[src/rtl/mtce_pkg.sv]
// package for the midi track chunk encoder
// transaction structs, function and kind codes, variable-length quantity helpers
// no dependencies
`default_nettype none

package mtce_pkg;

   localparam int MaxEventBytes = 65535;
   localparam int DescBytes     = 9;
   localparam int DescCountW    = $clog2(DescBytes + 1);
   localparam int QueueDepth    = 4;
   localparam int QueuePtrW     = $clog2(QueueDepth);
   localparam int QueueCountW   = $clog2(QueueDepth + 1);

   localparam logic [1:0] FuncHeader = 2'd0;
   localparam logic [1:0] FuncData   = 2'd1;
   localparam logic [1:0] FuncFinish = 2'd2;

   localparam logic CsrRunningStatus = 1'b0;
   localparam logic CsrNoteOffRecast = 1'b1;

   localparam logic [7:0]  ByteMeta     = 8'hFF;
   localparam logic [7:0]  ByteSysex    = 8'hF0;
   localparam logic [7:0]  ByteZero     = 8'h00;
   localparam logic [7:0]  MetaEnd      = 8'h2F;
   localparam logic [3:0]  NoteOffNib   = 4'h8;
   localparam logic [3:0]  NoteOnNib    = 4'h9;
   localparam logic [27:0] DeltaMax     = 28'h0FFFFFFF;

   typedef enum logic [1:0] {
      KindNone,
      KindPass,
      KindRecast
   } kind_type;

   typedef struct packed {
      logic [1:0]  func;
      logic [31:0] tick;
      logic [7:0]  status;
      logic [15:0] size;
      logic [7:0]  data_byte;
   } req_type;

   typedef struct packed {
      logic [7:0] out_byte;
      logic       last_flag;
   } rsp_type;

   typedef struct packed {
      logic [DescBytes-1:0][7:0] bytes;
      logic [DescCountW-1:0]     count;
   } desc_type;

   // number of 7-bit groups of a quantity
   function automatic logic [2:0] vlq_len(logic [27:0] v);
      logic [2:0] len;
      if (v[27:21] != 7'd0) begin
         len = 3'd4;
      end else if (v[20:14] != 7'd0) begin
         len = 3'd3;
      end else if (v[13:7] != 7'd0) begin
         len = 3'd2;
      end else begin
         len = 3'd1;
      end
      return len;
   endfunction

   // group g of a quantity, continuation bit on all but group zero
   function automatic logic [7:0] vlq_byte(logic [27:0] v, logic [1:0] g);
      logic [6:0] grp;
      case (g)
         2'd0: grp = v[6:0];
         2'd1: grp = v[13:7];
         2'd2: grp = v[20:14];
         default: grp = v[27:21];
      endcase
      return {(g != 2'd0), grp};
   endfunction

endpackage

`default_nettype wire

[src/rtl/mtce_front.sv]
// front end: accepts transactions, keeps track state, builds byte descriptors
// depends on mtce_pkg
`default_nettype none

module mtce_front (
   input  wire logic              clock,
   input  wire logic              reset,
   input  wire logic              push,
   input  wire logic              q_full,
   input  wire mtce_pkg::req_type req_data,
   input  wire logic              csr_wen,
   input  wire logic              csr_index,
   input  wire logic              csr_wdata,
   output mtce_pkg::desc_type     desc,
   output logic                   desc_push
);
   import mtce_pkg::*;

   logic [31:0] prev_tick_ff, prev_tick_in;
   logic [7:0]  prev_status_ff, prev_status_in;
   kind_type    kind_ff, kind_in;
   logic [15:0] index_ff, index_in;
   logic [15:0] size_ff, size_in;
   logic        ended_ff, ended_in;
   logic        running_ff, recast_cfg_ff;

   logic        accept;
   logic [31:0] delta;
   logic [27:0] delta_sat;
   logic [2:0]  delta_len;
   logic [2:0]  size_len;
   logic [15:0] size_clip;
   logic        recast;
   logic [7:0]  eff_status;
   logic [DescBytes-1:0][7:0] bytes;
   logic [DescCountW-1:0]     n;

   assign accept    = push && !q_full;
   assign delta     = req_data.tick - prev_tick_ff;
   assign delta_sat = (delta[31:28] != 4'd0) ? DeltaMax : delta[27:0];
   assign delta_len = vlq_len(delta_sat);
   assign size_clip = (32'(req_data.size) > 32'(MaxEventBytes)) ?
                      16'(MaxEventBytes) : req_data.size;
   assign size_len  = vlq_len({12'd0, size_clip});
   assign recast    = (req_data.status[7:4] == NoteOffNib) && recast_cfg_ff;
   assign eff_status = recast ? {NoteOnNib, req_data.status[3:0]} : req_data.status;

   always_comb begin
      bytes          = '0;
      n              = '0;
      prev_tick_in   = prev_tick_ff;
      prev_status_in = prev_status_ff;
      kind_in        = kind_ff;
      index_in       = index_ff;
      size_in        = size_ff;
      ended_in       = ended_ff;
      case (req_data.func)
         FuncHeader: begin
            for (int g = 3; g >= 0; g--) begin
               if (g < int'(delta_len)) begin
                  bytes[n] = vlq_byte(delta_sat, 2'(g));
                  n = n + 1'b1;
               end
            end
            prev_tick_in   = req_data.tick;
            size_in        = size_clip;
            index_in       = '0;
            kind_in        = KindNone;
            ended_in       = 1'b0;
            prev_status_in = eff_status;
            if (!req_data.status[7]) begin
               bytes[n] = ByteMeta;
               n = n + 1'b1;
               bytes[n] = req_data.status;
               n = n + 1'b1;
               for (int g = 2; g >= 0; g--) begin
                  if (g < int'(size_len)) begin
                     bytes[n] = vlq_byte({12'd0, size_clip}, 2'(g));
                     n = n + 1'b1;
                  end
               end
               kind_in  = KindPass;
               ended_in = (req_data.status == MetaEnd);
            end else if (req_data.status < ByteSysex) begin
               if (!running_ff || prev_status_ff != eff_status) begin
                  bytes[n] = eff_status;
                  n = n + 1'b1;
               end
               if (recast) begin
                  if (size_clip == 16'd0) begin
                     bytes[n] = ByteZero;
                     n = n + 1'b1;
                     bytes[n] = ByteZero;
                     n = n + 1'b1;
                  end else begin
                     kind_in = KindRecast;
                  end
               end else begin
                  kind_in = KindPass;
               end
            end else if (req_data.status == ByteSysex) begin
               bytes[n] = ByteSysex;
               n = n + 1'b1;
               for (int g = 2; g >= 0; g--) begin
                  if (g < int'(size_len)) begin
                     bytes[n] = vlq_byte({12'd0, size_clip}, 2'(g));
                     n = n + 1'b1;
                  end
               end
               kind_in = KindPass;
            end
         end
         FuncData: begin
            if (kind_ff != KindNone && index_ff < size_ff) begin
               if (kind_ff == KindRecast) begin
                  if (index_ff == 16'd0) begin
                     bytes[0] = req_data.data_byte;
                     bytes[1] = ByteZero;
                     n = DescCountW'(2);
                  end
               end else begin
                  bytes[0] = req_data.data_byte;
                  n = DescCountW'(1);
               end
               index_in = index_ff + 16'd1;
            end
         end
         FuncFinish: begin
            if (!ended_ff) begin
               bytes[0] = ByteZero;
               bytes[1] = ByteMeta;
               bytes[2] = MetaEnd;
               bytes[3] = ByteZero;
               n = DescCountW'(4);
            end
            prev_tick_in   = '0;
            prev_status_in = '0;
            kind_in        = KindNone;
            index_in       = '0;
            size_in        = '0;
            ended_in       = 1'b0;
         end
         default: begin
         end
      endcase
   end

   assign desc.bytes = bytes;
   assign desc.count = n;
   assign desc_push  = accept && (n != '0);

   always_ff @(posedge clock) begin
      if (reset) begin
         prev_tick_ff   <= '0;
         prev_status_ff <= '0;
         kind_ff        <= KindNone;
         index_ff       <= '0;
         size_ff        <= '0;
         ended_ff       <= 1'b0;
      end else if (accept) begin
         prev_tick_ff   <= prev_tick_in;
         prev_status_ff <= prev_status_in;
         kind_ff        <= kind_in;
         index_ff       <= index_in;
         size_ff        <= size_in;
         ended_ff       <= ended_in;
      end
   end

   always_ff @(posedge clock) begin
      if (reset) begin
         running_ff    <= 1'b0;
         recast_cfg_ff <= 1'b0;
      end else if (csr_wen) begin
         case (csr_index)
            CsrRunningStatus: running_ff    <= csr_wdata;
            CsrNoteOffRecast: recast_cfg_ff <= csr_wdata;
            default: begin
            end
         endcase
      end
   end

`ifndef ASSERT_OFF
   a_desc_count: assert property (@(posedge clock) disable iff (reset)
      desc_push |-> (desc.count <= DescCountW'(DescBytes)))
      else $error("descriptor byte count out of range");
   a_recast_index: assert property (@(posedge clock) disable iff (reset)
      (kind_ff == KindRecast) |-> (size_ff != 16'd0))
      else $error("recast event with no data bytes");
`endif

endmodule

`default_nettype wire

[src/rtl/mtce_queue.sv]
// short descriptor queue between front and back
// depends on mtce_pkg
`default_nettype none

module mtce_queue (
   input  wire logic               clock,
   input  wire logic               reset,
   input  wire logic               wr_en,
   input  wire mtce_pkg::desc_type wr_desc,
   input  wire logic               rd_en,
   output mtce_pkg::desc_type      rd_desc,
   output logic                    q_full,
   output logic                    q_empty
);
   import mtce_pkg::*;

   desc_type               entry_ff [QueueDepth];
   logic [QueuePtrW-1:0]   wr_ptr_ff, rd_ptr_ff;
   logic [QueueCountW-1:0] count_ff, count_in;

   assign q_full  = (count_ff == QueueCountW'(QueueDepth));
   assign q_empty = (count_ff == '0);
   assign rd_desc = entry_ff[rd_ptr_ff];

   always_comb begin
      count_in = count_ff;
      case ({wr_en, rd_en})
         2'b10:   count_in = count_ff + 1'b1;
         2'b01:   count_in = count_ff - 1'b1;
         default: count_in = count_ff;
      endcase
   end

   always_ff @(posedge clock) begin
      if (wr_en) begin
         entry_ff[wr_ptr_ff] <= wr_desc;
      end
   end

   always_ff @(posedge clock) begin
      if (reset) begin
         wr_ptr_ff <= '0;
         rd_ptr_ff <= '0;
         count_ff  <= '0;
      end else begin
         if (wr_en) begin
            wr_ptr_ff <= wr_ptr_ff + 1'b1;
         end
         if (rd_en) begin
            rd_ptr_ff <= rd_ptr_ff + 1'b1;
         end
         count_ff <= count_in;
      end
   end

`ifndef ASSERT_OFF
   a_no_overflow: assert property (@(posedge clock) disable iff (reset)
      q_full |-> !wr_en)
      else $error("write into full descriptor queue");
   a_no_underflow: assert property (@(posedge clock) disable iff (reset)
      q_empty |-> !rd_en)
      else $error("read from empty descriptor queue");
`endif

endmodule

`default_nettype wire

[src/rtl/mtce_back.sv]
// back end: walks descriptor bytes into the result output register
// depends on mtce_pkg
`default_nettype none

module mtce_back (
   input  wire logic               clock,
   input  wire logic               reset,
   input  wire logic               q_empty,
   input  wire mtce_pkg::desc_type head,
   output logic                    q_pop,
   output logic                    empty,
   input  wire logic               pop,
   output mtce_pkg::rsp_type       rsp_data
);
   import mtce_pkg::*;

   logic [DescCountW-1:0] ptr_ff;
   logic                  valid_ff;
   rsp_type               out_ff;
   logic                  load;
   logic                  at_last;

   assign load    = !q_empty && (!valid_ff || pop);
   assign at_last = (ptr_ff == head.count - 1'b1);
   assign q_pop   = load && at_last;
   assign empty   = !valid_ff;
   assign rsp_data = out_ff;

   always_ff @(posedge clock) begin
      if (load) begin
         out_ff.out_byte  <= head.bytes[ptr_ff];
         out_ff.last_flag <= at_last;
      end
   end

   always_ff @(posedge clock) begin
      if (reset) begin
         ptr_ff   <= '0;
         valid_ff <= 1'b0;
      end else begin
         if (load) begin
            ptr_ff   <= at_last ? '0 : ptr_ff + 1'b1;
            valid_ff <= 1'b1;
         end else if (pop) begin
            valid_ff <= 1'b0;
         end
      end
   end

`ifndef ASSERT_OFF
   a_ptr_range: assert property (@(posedge clock) disable iff (reset)
      !q_empty |-> (ptr_ff < head.count))
      else $error("byte pointer past descriptor end");
`endif

endmodule

`default_nettype wire

[src/rtl/midi_track_chunk_encoder_unit.sv]
// a taken transaction's descriptor is queued, then its bytes go to the output register
// throughput: one transaction per cycle enters while the four-entry descriptor queue has room
// the back end emits one byte per cycle while its output is popped; a transaction yields
// up to two bytes for data, nine for a header; the byte serializer sets the sustained rate
// reset: synchronous, active high, clears track state, settings, queue and output valid flag
// depends on mtce_pkg, mtce_front, mtce_queue, mtce_back
`default_nettype none

module midi_track_chunk_encoder_unit (
   input  wire logic              clock,
   input  wire logic              reset,
   input  wire logic              push,
   output logic                   full,
   input  wire mtce_pkg::req_type req_data,
   output logic                   empty,
   input  wire logic              pop,
   output mtce_pkg::rsp_type      rsp_data,
   input  wire logic              csr_wen,
   input  wire logic              csr_index,
   input  wire logic              csr_wdata
);
   import mtce_pkg::*;

   desc_type new_desc, head_desc;
   logic     desc_push, q_pop, q_full, q_empty;

   assign full = q_full;

   mtce_front u_front (
      .clock     (clock),
      .reset     (reset),
      .push      (push),
      .q_full    (q_full),
      .req_data  (req_data),
      .csr_wen   (csr_wen),
      .csr_index (csr_index),
      .csr_wdata (csr_wdata),
      .desc      (new_desc),
      .desc_push (desc_push)
   );

   mtce_queue u_queue (
      .clock   (clock),
      .reset   (reset),
      .wr_en   (desc_push),
      .wr_desc (new_desc),
      .rd_en   (q_pop),
      .rd_desc (head_desc),
      .q_full  (q_full),
      .q_empty (q_empty)
   );

   mtce_back u_back (
      .clock    (clock),
      .reset    (reset),
      .q_empty  (q_empty),
      .head     (head_desc),
      .q_pop    (q_pop),
      .empty    (empty),
      .pop      (pop),
      .rsp_data (rsp_data)
   );

endmodule

`default_nettype wire
[config.mk]
export PLATFORM = sky130hd
export DESIGN_NAME = midi_track_chunk_encoder_unit
export DESIGN_NICKNAME = d
export VERILOG_FILES = /design/src/rtl/mtce_pkg.sv /design/src/rtl/mtce_front.sv /design/src/rtl/mtce_queue.sv /design/src/rtl/mtce_back.sv /design/src/rtl/midi_track_chunk_encoder_unit.sv
export SDC_FILE = /design/constraint.sdc
export NUM_CORES = 1
export LEC_CHECK = 0
export BUFFER_PORTS_ARGS = -buffer_cell sky130_fd_sc_hd__buf_2
export CAP_MARGIN = 25
export CELL_PAD_IN_SITES_DETAIL_PLACEMENT = 0
export CELL_PAD_IN_SITES_GLOBAL_PLACEMENT = 1
export CORE_UTILIZATION = 40
export CTS_BUF_LIST = sky130_fd_sc_hd__clkbuf_4 sky130_fd_sc_hd__clkbuf_8
export CTS_CLUSTER_SIZE = 40
export DETAILED_ROUTE_END_ITERATION = 8
export PLACE_DENSITY_LB_ADDON = 0.1
export SYNTH_ARGS = -nofsm -noshare
export SYNTH_HDL_FRONTEND = slang
export SYNTH_SLANG_ARGS = --single-unit
[constraint.sdc]
create_clock -name clock -period 19.8 [get_ports clock]
set_input_delay 3.96 -clock clock [delete_from_list [all_inputs] [get_ports clock]]
set_output_delay 3.96 -clock clock [all_outputs]
set_load 0.02 [all_outputs]
==> out/results.ini <==
[outcome]
status=complete, no violations

[power_and_ir_drop]
vdd_drop_max_mv=0.0370
power_density_nw_per_um2=76.9
p_leak_uw=0.00935

[yosys]
synth.avg_cell_area_um2=10.3
synthArstFlopShare=0
syn-num-nets=2545
syn-instance-count=2393
muxShareOfSynthArea=0.0979
synth_edf_count=313
synthXorXnorAreaFrac=0.0209
yosys_warnings=0
netlist-cell-type-count=91
syn_area_um2=24700
synth_seq_cells=404
synth-main-ff-cell=edfxtp_1
synthAdderAreaFrac=0.0407
synth_top_family_by_area=compound AO/OA/AOI/OAI gates
synthSimpleGateAreaFrac=0.148
yosysSeqAreaShare=0.455
synth_compound_area_frac=0.191

[critical_path]
required_ns=20.07
arrival_ns=14.14
crit_type=input port to flop
worst_r2r_endpoint=u_queue.entry_ff[1][38]
setup.worst_path.start_class=input port
rr_worst_depth=26
reg2reg_from=u_front.prev_tick_ff[9]
r2r_slack_ns=8.97
cp_max_fo=54
endpoint_kind=flop

[clock_network]
htree_num_levels=3
postCtsHoldBufs=0
cts_tree=done
postCtsSetupRepairBufs=0
cts_resized=0
cts-root-buf=clkbuf_8
clk_latency_ns=0.69
clockBufferDepth=3
numCtsBuffers=69
clock_sinks=404
path_clk_slew_ns=0.06

[route]
firstDrtPassIters=7
wire_per_inst_um=28.4
detail-route-antenna-nets=0
drc=0
drt_iter0_drc=2428
vias=20683
wirelength_um=91900
vias_per_cell=6.38

[layout]
n_fill_cell=5800
nNetsFinal=2559
final_cell_mix=313 x edfxtp_1, 201 x nand2_1, 179 x nor2_1
stdcell_count=3241
mostFrequentLayoutCell=edfxtp_1
layout-drive-gt1-share=0.164
synthToLayoutAreaGrowth_pct=10.2

[hold_path]
hold_path.class=flop to flop
whs_path_depth=2
min_to=u_front.recast_cfg_ff
holdCritStartpoint=u_front.recast_cfg_ff

[floorplanning]
design.die.area_um2=62700
die_y_um=250
start_util=0.407
dieWidth_um=250
rows=90
core_area_um2=60700
ios=84

[timing]
finClkSkew_ns=0.0493
tightest_slew_ns=1.11
slew_violations=0
fin_tns_setup_ns=0
slew_headroom=0.257
fin_crit_sh=0.700
max_clock_freq_mhz=72.1
setup_violations=0
rsz0062_at_grt=false
fin_crit_ns=13.87
finalHoldViolCount=0

[place]
portBuffers=83
hpwlAfterDp_um=64000
routabilityCongestion=0.990
placed_cells=3115

[global_route]
grt_pass1_vias=20139
grt_usage=0.293
grt-ovfl-total=0
grt_start_max_net_pins=59
antenna_found_initial=2
grt_first_pass_wirelength_um=136000

[flow_run]
maxCapViolations=0

## worst max-delay path by stage
stage,startpoint,slack [ns],to
2_1_floorplan,req_data[32],7.18,u_queue.entry_ff[0][0]
3_3_place_gp,req_data[40],5.79,u_queue.count_ff[2]
3_5_place_dp,req_data[41],5.53,u_queue.count_ff[2]
4_1_cts,req_data[41],6.14,u_queue.entry_ff[0][24]
5_1_grt,req_data[41],5.58,u_queue.count_ff[2]
6_report,req_data[41],5.93,u_queue.entry_ff[1][38]
## cell usage after synthesis, types with 26 or more instances
master	count	share of area
a211oi_1	49	0.015
a21oi_1	140	0.028
and2_1	30	0.0076
and3_1	35	0.0089
clkbuf_1	170	0.026
dfxtp_1	91	0.074
edfxtp_1	313	0.38
ha_1	77	0.039
inv_1	102	0.016
mux4_2	92	0.084
nand2_1	201	0.031
nand3_1	73	0.015
nand4_1	52	0.013
nor2_1	181	0.028
nor3_1	41	0.0083
o211ai_1	53	0.016
o21ai_0	148	0.030
or3_1	26	0.0066
xnor2_1	33	0.012
## sequential cells by signal, indices dropped and copies added (netlist names), named ones only
name                    count
u_front.kind_ff             2
u_front.prev_status_ff      8
u_front.index_ff           16
u_back.valid_ff             1
u_back.rsp_data             9
u_front.ended_ff            1
u_front.running_ff          1
u_queue.entry_ff          304
u_queue.count_ff            3
u_front.size_ff            16
u_front.recast_cfg_ff       1
u_back.ptr_ff               4
u_front.prev_tick_ff       32
u_queue.wr_ptr_ff           2
u_queue.rd_ptr_ff           2
## report_power, final
group	switching [uW]	leakage, uW	internal, uW
combinational	236	0.00496	119
sequential	9.64	0.00365	952
clock	360	0.000740	417
total	605	0.00935	1490
## kinds of logic after synthesis
group                    Yosys count
buffers and inverters            297
AND/OR/NAND/NOR                  741
adder cells (fa/ha/maj)           79
AO/OA/AOI/OAI                    689
XOR/XNOR                          58
flip-flops                       404
multiplexers                     125
## area by class of cell
cell class / instances / area, um2 / area share
multi-input combinational: 1692 / 12400 / 0.455
sequential: 404 / 11200 / 0.413
clock buffer: 95 / 1170 / 0.0430
tap: 782 / 978 / 0.0360
timing repair buffer: 135 / 831 / 0.0305
inverter: 105 / 394 / 0.0145
clock inverter: 23 / 224 / 0.00823
antenna: 5 / 12.5 / 0.000460
## worst max-delay path, cell delays in order
cell	delay (ns)
buf_2	0.11
ha_1	0.47
and4_1	0.36
and3_1	0.25
o2111ai_1	0.34
o31ai_1	0.50
nor2_1	0.10
xnor2_1	0.23
or4_1	0.54
buf_4	0.33
nor2_1	0.72
nand2_1	0.46
inv_1	0.50
ha_1	0.19
buf_4	0.25
clkinv_1	0.32
nor4_1	0.68
ha_1	0.38
nand2b_1	0.25
o31a_1	0.28
a221o_1	0.42
o211a_1	0.24
nor3b_2	0.55
o31a_1	0.41
and2_4	0.45
buf_4	0.70
## metal layers
layer	vias up	track usage	routed length [um]
li1	9239	-	-
met1	10298	0.412	40400
met2	963	0.447	40900
met3	183	0.0629	7670
met4	0	0.0990	2870
met5	-	0	0
## metrics by stage
step / hold WS [ns] / util / setup slack [ns] / cell area [um2] / total power, uW
final: 0.455 / 0.448 / 5.93 / 27200 / 2090
after detailed placement: 0.448 / 0.425 / 5.53 / 25800 / 1330
after floorplan: 0.432 / - / 7.18 / 24700 / 1200
after global routing: 0.490 / 0.448 / 5.58 / 27200 / 2180
after CTS: 0.455 / 0.448 / 6.14 / 27200 / 2120
after global placement: 0.446 / 0.423 / 5.79 / 25700 / 1330
(Power assumes the default switching activity.)
